**src/rtl/dqrr_pkg.sv**
```systemverilog
// Shared types and constants for the DNS query response rewriter.
`timescale 1ns / 1ps

package dqrr_pkg;

  // First offset a question byte may not occupy in the response; offsets from here on are overlong.
  localparam int MAX_PACKET = 65536;
  localparam int POS_W = 17;

  localparam logic [2:0] PH_HEADER = 3'd0;
  localparam logic [2:0] PH_LEN    = 3'd1;
  localparam logic [2:0] PH_BODY   = 3'd2;
  localparam logic [2:0] PH_PTR    = 3'd3;
  localparam logic [2:0] PH_FIXED  = 3'd4;
  localparam logic [2:0] PH_DONE   = 3'd5;

  localparam logic [2:0] ST_OK       = 3'd0;
  localparam logic [2:0] ST_SHORT    = 3'd1;
  localparam logic [2:0] ST_BADLABEL = 3'd2;
  localparam logic [2:0] ST_TRUNC    = 3'd3;
  localparam logic [2:0] ST_OVERLONG = 3'd4;

  localparam logic [POS_W-1:0] HDR_FLAGS_HI = 17'd2;
  localparam logic [POS_W-1:0] HDR_FLAGS_LO = 17'd3;
  localparam logic [POS_W-1:0] HDR_QD_HI    = 17'd4;
  localparam logic [POS_W-1:0] HDR_QD_LO    = 17'd5;
  localparam logic [POS_W-1:0] HDR_ZERO_LO  = 17'd6;
  localparam logic [POS_W-1:0] HDR_LAST     = 17'd11;

  localparam logic [7:0] FLAG_KEEP_MASK = 8'h79;
  localparam logic [7:0] FLAG_QR        = 8'h80;
  localparam logic [7:0] PTR_MARK       = 8'hC0;
  localparam logic [7:0] LABEL_MAX      = 8'd63;
  localparam logic [2:0] FIXED_BYTES    = 3'd4;

  typedef struct packed {
    logic [7:0] in_byte;
    logic       is_last;
  } query_t;

  typedef struct packed {
    logic [7:0]       out_byte;
    logic             has_byte;
    logic             done_res;
    logic [2:0]       status;
    logic [POS_W-1:0] response_length;
  } resp_t;

endpackage

```
**src/rtl/dqrr_parser.sv**
```systemverilog
// Question section parser: parse state and the rewrite of one query byte.
`timescale 1ns / 1ps

module dqrr_parser (
  input  logic            clk,
  input  logic            rst,
  input  logic            step,
  input  dqrr_pkg::query_t item,
  output logic            produce,
  output dqrr_pkg::resp_t result
);

  logic [dqrr_pkg::POS_W-1:0] byte_position, byte_position_next;
  logic [15:0] question_total, question_total_next;
  logic [15:0] questions_left, questions_left_next;
  logic [2:0]  parse_phase, parse_phase_next;
  logic [5:0]  label_bytes_left, label_bytes_left_next;
  logic [2:0]  fixed_bytes_left, fixed_bytes_left_next;
  logic [2:0]  error_code, error_code_next;

  logic                       echo;
  logic [7:0]                 ob;
  logic [7:0]                 b;
  logic [dqrr_pkg::POS_W-1:0] p;
  logic [dqrr_pkg::POS_W-1:0] p_inc;
  logic [2:0]                 st;

  assign b     = item.in_byte;
  assign p     = byte_position;
  assign p_inc = p + 17'd1;

  always_comb begin
    byte_position_next    = byte_position;
    question_total_next   = question_total;
    questions_left_next   = questions_left;
    parse_phase_next      = parse_phase;
    label_bytes_left_next = label_bytes_left;
    fixed_bytes_left_next = fixed_bytes_left;
    error_code_next       = error_code;
    echo = 1'b0;
    ob   = b;
    if (error_code == dqrr_pkg::ST_OK) begin
      if (parse_phase == dqrr_pkg::PH_HEADER) begin
        echo = 1'b1;
        if (p == dqrr_pkg::HDR_FLAGS_HI) begin
          ob = (b & dqrr_pkg::FLAG_KEEP_MASK) | dqrr_pkg::FLAG_QR;
        end else if (p == dqrr_pkg::HDR_FLAGS_LO || p >= dqrr_pkg::HDR_ZERO_LO) begin
          ob = 8'd0;
        end
        if (p == dqrr_pkg::HDR_QD_HI) begin
          question_total_next = {b, 8'd0};
        end else if (p == dqrr_pkg::HDR_QD_LO) begin
          question_total_next = {question_total[15:8], b};
        end
        if (p >= dqrr_pkg::HDR_LAST) begin
          questions_left_next = question_total;
          parse_phase_next = (question_total != 16'd0) ? dqrr_pkg::PH_LEN
                                                       : dqrr_pkg::PH_DONE;
        end
      end else if (parse_phase != dqrr_pkg::PH_DONE) begin
        if (p >= dqrr_pkg::POS_W'(dqrr_pkg::MAX_PACKET)) begin
          error_code_next = dqrr_pkg::ST_OVERLONG;
        end else begin
          unique case (parse_phase)
            dqrr_pkg::PH_LEN: begin
              if (b == 8'd0) begin
                parse_phase_next      = dqrr_pkg::PH_FIXED;
                fixed_bytes_left_next = dqrr_pkg::FIXED_BYTES;
                echo = 1'b1;
              end else if ((b & dqrr_pkg::PTR_MARK) == dqrr_pkg::PTR_MARK) begin
                parse_phase_next = dqrr_pkg::PH_PTR;
                echo = 1'b1;
              end else if (b > dqrr_pkg::LABEL_MAX) begin
                error_code_next = dqrr_pkg::ST_BADLABEL;
              end else begin
                label_bytes_left_next = b[5:0];
                parse_phase_next      = dqrr_pkg::PH_BODY;
                echo = 1'b1;
              end
            end
            dqrr_pkg::PH_BODY: begin
              label_bytes_left_next = label_bytes_left - 6'd1;
              if (label_bytes_left_next == 6'd0) begin
                parse_phase_next = dqrr_pkg::PH_LEN;
              end
              echo = 1'b1;
            end
            dqrr_pkg::PH_PTR: begin
              parse_phase_next      = dqrr_pkg::PH_FIXED;
              fixed_bytes_left_next = dqrr_pkg::FIXED_BYTES;
              echo = 1'b1;
            end
            default: begin
              // type and class bytes
              fixed_bytes_left_next = fixed_bytes_left - 3'd1;
              if (fixed_bytes_left_next == 3'd0) begin
                questions_left_next = questions_left - 16'd1;
                parse_phase_next = (questions_left_next == 16'd0) ? dqrr_pkg::PH_DONE
                                                                  : dqrr_pkg::PH_LEN;
              end
              echo = 1'b1;
            end
          endcase
        end
      end
    end
    if (echo) begin
      byte_position_next = p_inc;
    end
  end

  // Status as seen after this byte; an unfinished parse is a short or truncated packet.
  always_comb begin
    st = error_code_next;
    if (st == dqrr_pkg::ST_OK && parse_phase_next != dqrr_pkg::PH_DONE) begin
      st = (parse_phase_next == dqrr_pkg::PH_HEADER) ? dqrr_pkg::ST_SHORT
                                                     : dqrr_pkg::ST_TRUNC;
    end
  end

  assign produce = echo || item.is_last;

  always_comb begin
    result.out_byte        = echo ? ob : 8'd0;
    result.has_byte        = echo;
    result.done_res        = item.is_last;
    result.status          = item.is_last ? st : dqrr_pkg::ST_OK;
    result.response_length = (item.is_last && st == dqrr_pkg::ST_OK) ? byte_position_next
                                                                     : '0;
  end

  always_ff @(posedge clk) begin
    if (rst || (step && item.is_last)) begin
      byte_position    <= '0;
      question_total   <= '0;
      questions_left   <= '0;
      parse_phase      <= dqrr_pkg::PH_HEADER;
      label_bytes_left <= '0;
      fixed_bytes_left <= '0;
      error_code       <= dqrr_pkg::ST_OK;
    end else if (step) begin
      byte_position    <= byte_position_next;
      question_total   <= question_total_next;
      questions_left   <= questions_left_next;
      parse_phase      <= parse_phase_next;
      label_bytes_left <= label_bytes_left_next;
      fixed_bytes_left <= fixed_bytes_left_next;
      error_code       <= error_code_next;
    end
  end

endmodule

```
**src/rtl/dns_query_response_rewriter.sv**
```systemverilog
// Top level: input register, question parser and response output register.
`timescale 1ns / 1ps

// DNS query response rewriter.
// Query bytes enter on query/query_valid/query_ready, one byte per transaction,
// with is_last on the final byte of a packet. Header and question bytes come
// back on resp/resp_valid/resp_ready with the response header flags rewritten;
// bytes after the question section, or after a fault, give no transaction
// unless they carry is_last. The transaction for the last byte has done_res
// set and reports the status and, when ok, the response length.
// Throughput: one byte per cycle unless the receiver stalls. A byte is held in
// an input register, parsed by short logic against the parse state and its
// result lands in the output register.
// When the receiver stalls, the output register holds its result; the input
// register still takes one byte and then query_ready drops until the result
// is taken. Bytes that give no result pass through even while the output
// waits. Reset is synchronous and clears the parse state and the valid flags
// of both registers; the parse state also resets after each packet's last byte.

module dns_query_response_rewriter (
  input  logic             clk,
  input  logic             rst,
  input  logic             query_valid,
  output logic             query_ready,
  input  dqrr_pkg::query_t query,
  output logic             resp_valid,
  input  logic             resp_ready,
  output dqrr_pkg::resp_t  resp
);

  logic             hold_valid;
  dqrr_pkg::query_t hold;
  logic             produce;
  logic             advance;
  dqrr_pkg::resp_t  result;

  dqrr_parser u_parser (
    .clk     (clk),
    .rst     (rst),
    .step    (advance),
    .item    (hold),
    .produce (produce),
    .result  (result)
  );

  assign advance     = hold_valid && (!produce || !resp_valid || resp_ready);
  assign query_ready = !hold_valid || advance;

  always_ff @(posedge clk) begin
    if (rst) begin
      hold_valid <= 1'b0;
    end else if (query_valid && query_ready) begin
      hold_valid <= 1'b1;
    end else if (advance) begin
      hold_valid <= 1'b0;
    end
  end

  always_ff @(posedge clk) begin
    if (query_valid && query_ready) begin
      hold <= query;
    end
  end

  always_ff @(posedge clk) begin
    if (rst) begin
      resp_valid <= 1'b0;
    end else if (advance && produce) begin
      resp_valid <= 1'b1;
    end else if (resp_ready) begin
      resp_valid <= 1'b0;
    end
  end

  always_ff @(posedge clk) begin
    if (advance && produce) begin
      resp <= result;
    end
  end

  a_status_only_at_end: assert property (@(posedge clk) disable iff (rst)
    resp_valid && resp.status != dqrr_pkg::ST_OK |-> resp.done_res)
    else $error("fault status on a transaction that does not end a packet");

  a_result_has_content: assert property (@(posedge clk) disable iff (rst)
    resp_valid |-> resp.has_byte || resp.done_res)
    else $error("result transaction carries neither a byte nor an end marker");

  a_dropped_byte_zero: assert property (@(posedge clk) disable iff (rst)
    resp_valid && !resp.has_byte |-> resp.out_byte == 8'd0)
    else $error("out_byte not zero on an end marker without a byte");

  a_fault_no_length: assert property (@(posedge clk) disable iff (rst)
    resp_valid && resp.status != dqrr_pkg::ST_OK |-> resp.response_length == '0)
    else $error("response length reported for a faulty packet");

  a_no_lost_result: assert property (@(posedge clk) disable iff (rst)
    resp_valid && !resp_ready |=> resp_valid)
    else $error("pending result dropped without a handshake");

endmodule
```
**config.mk**
```make
export PLATFORM = sky130hd
export DESIGN_NAME = dns_query_response_rewriter
export DESIGN_NICKNAME = d
export VERILOG_FILES = /design/src/rtl/dqrr_pkg.sv /design/src/rtl/dqrr_parser.sv /design/src/rtl/dns_query_response_rewriter.sv
export SDC_FILE = /design/constraint.sdc
export NUM_CORES = 1
export LEC_CHECK = 0
export ABC_AREA = 1
export BUFFER_PORTS_ARGS = -buffer_cell sky130_fd_sc_hd__buf_2
export CORE_MARGIN = 1
export CORE_UTILIZATION = 35
export DETAILED_ROUTE_END_ITERATION = 12
export SYNTH_ARGS = -nofsm -noshare
export SYNTH_HDL_FRONTEND = slang
export SYNTH_HIERARCHICAL = 1
export SYNTH_SLANG_ARGS = --single-unit
```
**constraint.sdc**
```tcl
create_clock -name clk -period 3.8 [get_ports clk]
set_input_delay 0.57 -clock clk [delete_from_list [all_inputs] [get_ports clk]]
set_output_delay 0.57 -clock clk [all_outputs]
set_load 0.01 [all_outputs]
```
======== After elaboration in Yosys (flattened, before gate mapping) ========
Index checks and enable logic that the tools add are counted.
cells by class
  add/subtract/negate cells ............... 4
  order comparisons ....................... 4
  equal/unequal tests ..................... 17
  mux-type cells .......................... 54
  bitwise gates (word level) .............. 3
  reductions and logical operators ........ 37
operator list
  operator               count
  $mux 16                7
  $mux 3                 22
  $mux 8                 5
  $eq 17x2->1 const B    2
  $eq 17x3->1 const B    2
  $logic_not 3->1        6
  $mux 6                 3
  $pmux 3 s3             2
  $add 17x1->17 const B  1
  $ge 17x17->1 const B   1
  $ge 17x3->1 const B    1
  $ge 17x4->1 const B    1
  $mux 17                1
  $logic_not 16->1       1
  $reduce_bool 16->1     1
  $sub 16x1->16 const B  1
  $reduce_and 7->1       2
  $mux 1                 12
  $pmux 6 s2             1
  $reduce_bool 2->1      6
  $reduce_and 9->1       1
  $gt 8x6->1 const B     1
  $logic_not 8->1        1
  $ne 2x2->1 const B     4
  15 further kinds       34
word-level totals
  register bits ........................... 105
  bits of input ports ..................... 13
  logic and storage cells ................. 136

======== Longest topological paths before layout ========
Gate-level depths: netlist (run 1).
  depth in word-level cells ............... 17
  mapped depth ............................ 21

======== Hierarchy ========
The synthesis (run 1) kept the hierarchy.
modules (own cells, without submodules)
  module                       times used  cells each  area an instance (um^2)
  dqrr_parser                  1           714         4,525.6
  dns_query_response_rewriter  1           57          1,290.0

======== Worst setup path after synthesis (run 1) ========
OpenSTA, ideal clock, no wires.
  path type ............................... register -> register
  start point ............................. register hold[7] in the netlist's numbering
  end point ............................... register u_parser.question_total[13]
  data arrival time ....................... 3,018 ps
  data required time ...................... 3,714 ps
  setup slack ............................. 696 ps
  stages on the path, launching flop included .. 22
  period minus slack after synthesis ...... 3,104 ps
  cells stage by stage .................... edfxtp_1 -> inv_1 -> ha_1 -> inv_1 -> nor3_1 -> nand4_1 -> nand2_1 -> inv_1 -> nand2_1 -> nand3_1 -> nand2_2 -> inv_1 -> clkbuf_1 -> nand2_1 -> a31oi_1 -> inv_1 -> nor2_1 -> inv_1 -> nor3_2 -> buf_2 -> nor2_1 -> a211oi_1
on the way
  word-level cells in the longest chain between the ends .. 16
  elaborated cells between the ends (all ways) .. 19
ends and longest elaborated chain
  what                             RTL line                           RTL
  start, declared                  dns_query_response_rewriter.sv:32  dqrr_pkg::query_t hold;
  start signal, assigned           dns_query_response_rewriter.sv:61  hold <= query;
  $gt 8x6->1                       dqrr_parser.sv:73                  end else if (b > dqrr_pkg::LABEL_MAX) begin
  $mux 1                           dqrr_parser.sv:73
  $mux 1                           dqrr_parser.sv:70                  end else if ((b & dqrr_pkg::PTR_MARK) == dqrr_pkg::PTR_MARK) begin
  $mux 1 *                         dqrr_parser.sv:66                  if (b == 8'd0) begin
  $mux 1 *                         dqrr_parser.sv:64                  unique case (parse_phase)
  $mux 1 *                         dqrr_parser.sv:61                  if (p >= dqrr_pkg::POS_W'(dqrr_pkg::MAX_PACKET)) begin
  $mux 1 *                         dqrr_parser.sv:60                  end else if (parse_phase != dqrr_pkg::PH_DONE) begin
  $mux 1 *                         dqrr_parser.sv:43                  if (parse_phase == dqrr_pkg::PH_HEADER) begin
  $mux 1 *                         dqrr_parser.sv:42                  if (error_code == dqrr_pkg::ST_OK) begin
  $logic_or 1x1->1 *               dqrr_parser.sv:121                 assign produce = echo || item.is_last;
  via produce                      dns_query_response_rewriter.sv:33  logic produce;
  $logic_not 1->1 *                dns_query_response_rewriter.sv:46  assign advance = hold_valid && (!produce || !resp_valid || resp_ready);
  $logic_or 1x1->1 * (2 in a row)  dns_query_response_rewriter.sv:46
  $logic_and 1x1->1 *              dns_query_response_rewriter.sv:46
  via advance                      dns_query_response_rewriter.sv:34  logic advance;
  $logic_and 1x1->1                dqrr_parser.sv:133                 if (rst || (step && item.is_last)) begin
  $logic_or 1x1->1                 dqrr_parser.sv:133
  end signal, assigned             dqrr_parser.sv:143                 question_total <= question_total_next;
  end, declared                    dqrr_parser.sv:14                  logic [15:0] question_total, question_total_next;
The timed path passes the listed nets; every way through them passes the cells marked *.
A chain may end at the register's enable or synchronous reset.

==> flow_metrics.py, run 1 <==
metrics = {
    "worst_setup_path": {
        "r2r_slack_ns": 0.50,
        "cp_num_cells": 19,
        "crit_fanout": 8,
        "crit_chain": "inv_1 -> ha_1 -> inv_1 -> nor3_1 -> nand4_1 -> nand2_1 -> inv_1 -> nand2_1 -> nand3_1 -> nand2_2 -> inv_1 -> nand2_1 -> a31oi_1 -> nand2_1 -> a2111oi_0 -> nand2_1 -> inv_2 -> o21ai_0 -> o221a_2",
        "r2r_cells": 19,
        "path_buf_inv": 5,
        "critPathSlowestCell": "a31oi_1",
        "cp_top_family": "compound AO/OA/AOI/OAI gates",
        "endpoint_kind": "register",
        "regToRegStartpoint": "hold[8]",
        "timing.rr.end": "u_parser/label_bytes_left[5]",
        "worstPathRequired_ns": 4.04,
        "crit_arrival_ns": 3.55,
        "setup.worst_path.class": "register to register",
        "cp_common_cell": "nand2_1",
        "cp-start-kind": "register",
        "max_stage_delay_ns": 0.48,
    },
    "floorplanning": {
        "ios": 45,
        "die_y_um": 131,
        "start_util_pct": 36.2,
        "die_w_um": 131,
        "std_cell_rows": 46,
        "coreArea_um2": 16100,
        "die_area_um2": 17100,
    },
    "logic_synthesis": {
        "synthTopCellsByArea": "dfxtp_1, edfxtp_1, nand2_1, inv_1, o21ai_0",
        "synth_top_area_share_pct": 22.7,
        "ys_seq_area_share_pct": 42.9,
        "synth-seq-cells": 105,
        "synth_nets": 796,
        "synth_warnings": 6,
        "syn-instance-count": 771,
        "synth_area_leader_cell": "dfxtp_1",
        "netlist_area_um2": 5820,
        "yosys.cell_types.count": 40,
        "avgSynthCellArea_um2": 7.54,
    },
    "routing": {
        "drt-pass1-iter-count": 5,
        "route.vias.total": 5095,
        "detail_route.wl_per_cell_um": 13.8,
        "drcViolationCount": 0,
        "via_per_inst": 4.94,
        "wirelength_mm": 14.2,
        "antenna_left": 0,
        "drt-initial-drc-count": 433,
    },
    "global_route": {
        "grt_pass1_vias": 4550,
        "grt_pass1_wl_mm": 23.1,
        "grt_max_degree": 35,
        "use_met3_pct": 2.65,
        "met1_usage_pct": 26.1,
        "track_usage_pct": 17.5,
        "grt_use_met2_pct": 25.4,
        "grt_overflow": 0,
        "antenna_found_initial": 0,
        "grt_busiest_layer": "met1",
    },
    "pwr": {
        "switchingPower_uw": 915,
        "p_leak_nw": 2.81,
        "power_frac_comb_pct": 23.0,
        "power_density_nw_per_um2": 437,
        "ir_drop_mv": 0.231,
        "p_sw_share_pct": 31.9,
        "p_seq_share_pct": 45.0,
        "internal_power_mw": 1.95,
        "clkPwrFrac_pct": 32.0,
    },
    "cts": {
        "clk_pin_slew_ns": 0.07,
        "clk_latency_ns": 0.35,
        "h-tree-depth": 3,
        "post_cts_buffers": 0,
        "clockBufferDepth": 2,
        "hold_buffers": 0,
        "cts_buffers": 9,
        "cts_root_buffer": "clkbuf_16",
        "clock_sinks": 105,
        "cts_tree": "yes",
        "post_cts_resized": 0,
    },
    "run_status": {
        "outcome": "finished, final reports clean",
    },
    "worst_hold_path": {
        "worstHoldStart": "query[5]",
        "hold_end": "hold[5]",
        "hold_path.class": "primary input to register",
        "whs_path_depth": 1,
    },
    "timing": {
        "min_period_ns": 3.30,
        "whs_ns": 0.394,
        "clock.fmax_mhz": 303,
        "period_share_pct": 87.0,
        "slew_viol_final": 0,
        "max-slew-margin-rel_pct": 32.6,
        "setup_viol": 0,
        "finClkSkew_ns": 0.00836,
        "hold_viol_final": 0,
        "finalWorstSetupSlack_ns": 0.495,
        "worst_pin_slew_ns": 1.01,
        "grt_setup_unrepaired": "false",
        "fin_tns_setup_ns": 0,
    },
    "placement": {
        "place.gp.congestion": 0.935,
        "dp_slack_ns": 0.542,
        "place_area_um2": 6260,
        "dp_hpwl_mm": 10.4,
        "io_buffer_count": 44,
    },
    "layout": {
        "area_growth_syn_to_layout_pct": 12.7,
        "diodes": 0,
        "postLayoutCoreUtil_pct": 40.8,
        "fin_nets": 836,
        "multi_input_area_um2": 2730,
        "nFillCells": 1671,
        "final_area_um2": 6550,
        "layout-drive-gt1-share_pct": 13.2,
        "register_area_um2": 2490,
    },
    "flow_run": {
        "maxCapViolations": 0,
    },
}
-- final cells by class --
class	count	share of cell area, %
repair buffers	54	4.51
multi-input cells	517	41.7
clock inverters	4	0.401
well taps	216	4.13
clock buffers	12	4.09
flip-flops and latches	105	38.0
inverters	124	7.10
-- through the flow --
| stage | instances | total power [mW] |
|---|---|---|
| after global routing | 1032 | 3.03 |
| after floorplan | 771 | 1.81 |
| after global placement | 1016 | 1.97 |
| final | 1032 | 2.86 |
| after CTS | 1032 | 2.88 |
| after detailed placement | 1016 | 1.97 |
-- flip-flops by register name, summed over array words and instances (netlist names) --
signal                     flops
u_parser/label_bytes_left      6
u_parser/error_code            3
resp_valid                     1
hold_valid                     1
u_parser/question_total       16
u_parser/questions_left       16
u_parser/parse_phase           3
hold                           9
u_parser/fixed_bytes_left      3
resp                          30
u_parser/byte_position        17
-- power groups by stage --
stage	clock network, mW	registers (mW)	logic (mW)
3_3_place_gp	0	1.31	0.652
3_5_place_dp	0	1.31	0.654
6_report	0.915	1.29	0.660
4_1_cts	0.935	1.29	0.658
5_1_grt	0.989	1.30	0.744
2_1_floorplan	0	1.31	0.504
-- cells in the mapped netlist (all sizes together) --
cell	instances
a31oi	10
xor2	19
or2	2
nand4	16
o2111ai	1
a211oi	13
nand3b	2
o221a	1
inv	122
edfxtp	39
clkinv	2
a2111oi	2
nor4	9
nor3	27
nand2	138
ha	12
xnor2	3
dfxtp	66
o211ai	4
o21ai	73
clkbuf	18
a21oi	48
nor2	103
buf	7
nand3	33
o221ai	1
-- routing by layer --
layer | up-vias | wire (µm)
met3 | 14 | 856
met1 | 2303 | 7290
met4 | 0 | 221
met2 | 159 | 5820
met5 | - | 0
li1 | 2619 | -
-- worst max-delay path by stage --
stage / start / end
CTS: hold[8] / u_parser/question_total[3]
finish: hold[8] / u_parser/label_bytes_left[5]
global placement: hold[7] / u_parser/question_total[2]
floorplan: hold[7] / u_parser/question_total[13]
detailed placement: hold[8] / u_parser/question_total[0]
global route: hold[8] / u_parser/question_total[3]
-- layout by cell type, fill, tap and decap left out, types with 9 or more instances in the layout --
| master | netlist | layout |
|---|---|---|
| xor2_1 | 19 | 19 |
| dfxtp_1 | 66 | 66 |
| nand4_1 | 15 | 15 |
| ha_1 | 12 | 12 |
| a31oi_1 | 10 | 10 |
| buf_4 | 2 | 10 |
| nor2_1 | 82 | 82 |
| a211oi_1 | 13 | 13 |
| nor4_1 | 9 | 9 |
| buf_2 | 2 | 44 |
| nand3_1 | 32 | 32 |
| clkbuf_16 | 0 | 10 |
| nand2_1 | 132 | 132 |
| a21oi_1 | 46 | 45 |
| edfxtp_1 | 39 | 39 |
| inv_1 | 118 | 118 |
| o21ai_0 | 70 | 70 |
| nor2_4 | 13 | 13 |
| nor3_1 | 26 | 26 |
-- cell families after synthesis --
group	Yosys count	share of synthesized area (%)
AND/OR/NAND/NOR	330	26.4
AO/OA/AOI/OAI	153	14.6
buffers and inverters	149	10.2
flip-flops	105	42.9
XOR/XNOR	22	3.31
adder cells (fa/ha/maj)	12	2.58
(Power assumes the default switching activity.)
==> run 2: changes to the inputs <==
--- a/config.mk
+++ b/config.mk
@@ -7,7 +7,7 @@
 export LEC_CHECK = 0
 export ABC_AREA = 1
 export BUFFER_PORTS_ARGS = -buffer_cell sky130_fd_sc_hd__buf_2
-export CORE_MARGIN = 1
+export CORE_MARGIN = 2
 export CORE_UTILIZATION = 35
 export DETAILED_ROUTE_END_ITERATION = 12
 export SYNTH_ARGS = -nofsm -noshare
==> constraint.sdc (replaced) <==
create_clock -name clk -period 3 [get_ports clk]
set_input_delay 0.45 -clock clk [delete_from_list [all_inputs] [get_ports clk]]
set_output_delay 0.45 -clock clk [all_outputs]
set_load 0.01 [all_outputs]
==> run 2 against run 1 <==
Effect of this change:
- sequential power rose by 26%
- hold slack worse by 0.13 ns
- die area grew 3.1%
- critical endpoint is now query_ready
- largest power group unchanged
- highest routed layer unchanged
==> flow_metrics.py, run 2 (synthesized netlist as in run 1, its figures left out) <==
metrics = {
    "run_status": {
        "outcome": "finished, final reports clean",
    },
    "layout": {
        "top_register": "resp",
        "nFillCells": 1649,
        "final_cell_mix": "nand2_1, inv_1, nor2_1, o21ai_0, dfxtp_1",
        "register_area_um2": 2490,
        "final_common_cell": "nand2_1",
        "fin_nets": 851,
        "final_area_um2": 6830,
        "largest_reg_flops": 30,
        "diodes": 0,
        "stdcell_count": 1051,
        "area_growth_syn_to_layout_pct": 17.4,
        "postLayoutCoreUtil_pct": 41.6,
        "multi_input_area_um2": 2830,
        "layout-drive-gt1-share_pct": 16.7,
        "reg_top3": "resp: 30 flops, u_parser/byte_position: 17 flops",
    },
    "floorplanning": {
        "ios": 45,
        "die_w_um": 133,
        "coreArea_um2": 16400,
        "std_cell_rows": 47,
        "start_util_pct": 35.4,
        "die_area_um2": 17700,
        "die_y_um": 133,
    },
    "worst_setup_path": {
        "r2r_slack_ns": 0.29,
        "regToRegStartpoint": "hold[7]",
        "crit_arrival_ns": 2.31,
        "r2r_cells": 21,
        "endpoint_kind": "output pin",
        "worstPathRequired_ns": 2.55,
        "crit_fanout": 4,
        "setup.worst_path.class": "register to output pin",
        "timing.rr.end": "u_parser/question_total[1]",
        "cp-start-kind": "register",
    },
    "global_route": {
        "grt_pass1_vias": 4745,
        "grt_max_degree": 32,
        "antenna_found_initial": 0,
        "grt_use_met2_pct": 24.7,
        "grt_overflow": 0,
        "track_usage_pct": 16.8,
        "grt_busiest_layer": "met1",
        "use_met3_pct": 2.76,
        "grt_pass1_wl_mm": 23.9,
        "met1_usage_pct": 25.1,
    },
    "cts": {
        "cts_tree": "yes",
        "cts_root_buffer": "clkbuf_16",
        "cts_buffers": 9,
        "clk_pin_slew_ns": 0.07,
        "clk_latency_ns": 0.36,
        "h-tree-depth": 3,
        "hold_buffers": 0,
        "clockBufferDepth": 2,
        "clock_sinks": 105,
    },
    "routing": {
        "drt-pass1-iter-count": 5,
        "route.vias.total": 5223,
        "detail_route.wl_per_cell_um": 13.9,
        "drt-initial-drc-count": 419,
        "antenna_left": 0,
        "wirelength_mm": 14.6,
        "via_per_inst": 4.97,
        "drcViolationCount": 0,
    },
    "timing": {
        "period_share_pct": 91.9,
        "whs_ns": 0.263,
        "setup_viol": 0,
        "max-slew-margin-rel_pct": 71.2,
        "finClkSkew_ns": 0.00837,
        "min_period_ns": 2.76,
        "grt_setup_unrepaired": "true",
        "worst_pin_slew_ns": 0.431,
        "slew_viol_final": 0,
        "clock.fmax_mhz": 363,
        "hold_viol_final": 0,
    },
    "pwr": {
        "power_density_nw_per_um2": 544,
        "ir_drop_mv": 0.297,
        "p_leak_nw": 2.92,
        "p_total_mw": 3.72,
    },
    "placement": {
        "dp.cells": 1031,
        "dp_hpwl_mm": 10.7,
        "place_area_um2": 6380,
        "io_buffer_count": 44,
        "place.gp.congestion": 0.934,
    },
    "worst_hold_path": {
        "hold_path.class": "primary input to register",
        "whs_path_depth": 1,
        "hold_end": "hold[1]",
        "worstHoldStart": "query[1]",
    },
    "flow_run": {
        "maxCapViolations": 0,
    },
}
[run 2: cell types whose count changed in the layout (fill, tap and decap cells not counted), moves of 3 or more]
cell	before	now
buf_12	0	3
buf_4	10	16
buf_6	0	3
nand2_1	132	127
nand2_2	6	11
[run 2: worst max-delay path, cell delays in order, from the launching register on]
cell,delay (ns)
edfxtp_1,0.43
inv_2,0.11
ha_1,0.16
inv_1,0.07
nor3_2,0.10
nand4_1,0.17
nand2_2,0.12
inv_1,0.06
nand2_1,0.05
nand3_1,0.08
nand2_2,0.09
inv_1,0.07
nand2_2,0.12
nand4_2,0.15
buf_2,0.17
[run 2: worst max path at each step]
stage | cells after the start | from | to
finish | 14 | hold[7] | query_ready
global route | 20 | hold[7] | resp[11]
CTS | 19 | hold[7] | u_parser/label_bytes_left[5]
detailed placement | 19 | hold[7] | u_parser/label_bytes_left[5]
global placement | 20 | u_parser/questions_left[0] | resp[10]
floorplan | 21 | hold[7] | u_parser/question_total[13]
[run 2: layout make-up]
| type | count | area share (%) |
|---|---|---|
| Inverter | 124 | 6.82 |
| Multi-Input combinational cell | 517 | 41.4 |
| Timing Repair Buffer | 69 | 6.87 |
| Clock inverter | 6 | 0.990 |
| Tap cell | 220 | 4.03 |
| Sequential cell | 105 | 36.5 |
| Clock buffer | 10 | 3.35 |
[run 2: per-stage QoR]
stage | setup TNS [ns] | setup WS (ns)
3_5_place_dp | 0 | 0.0622
4_1_cts | 0 | 0.0436
5_1_grt | -0.0212 | -0.0212
2_1_floorplan | 0 | 0.0790
3_3_place_gp | 0 | 0.208
6_report | 0 | 0.244
[run 2: where the power goes]
part,leakage [nW],switching (mW),internal (mW)
logic,1.86,0.585,0.303
registers,0.918,0.0685,1.56
clock network,0.139,0.546,0.651
total,2.92,1.20,2.52
[run 2: repair_timing]
action,4_1_cts,5_1_grt
resized for setup,0,28
setup endpoints to repair,0,75
setup buffers,0,3
[run 2: layer usage]
| metal | wire, µm | part of all wire (%) |
|---|---|---|
| met3 | 793 | 5.4 |
| met2 | 6130 | 42 |
| met4 | 213 | 1.5 |
| met5 | 0 | 0 |
| met1 | 7450 | 51 |
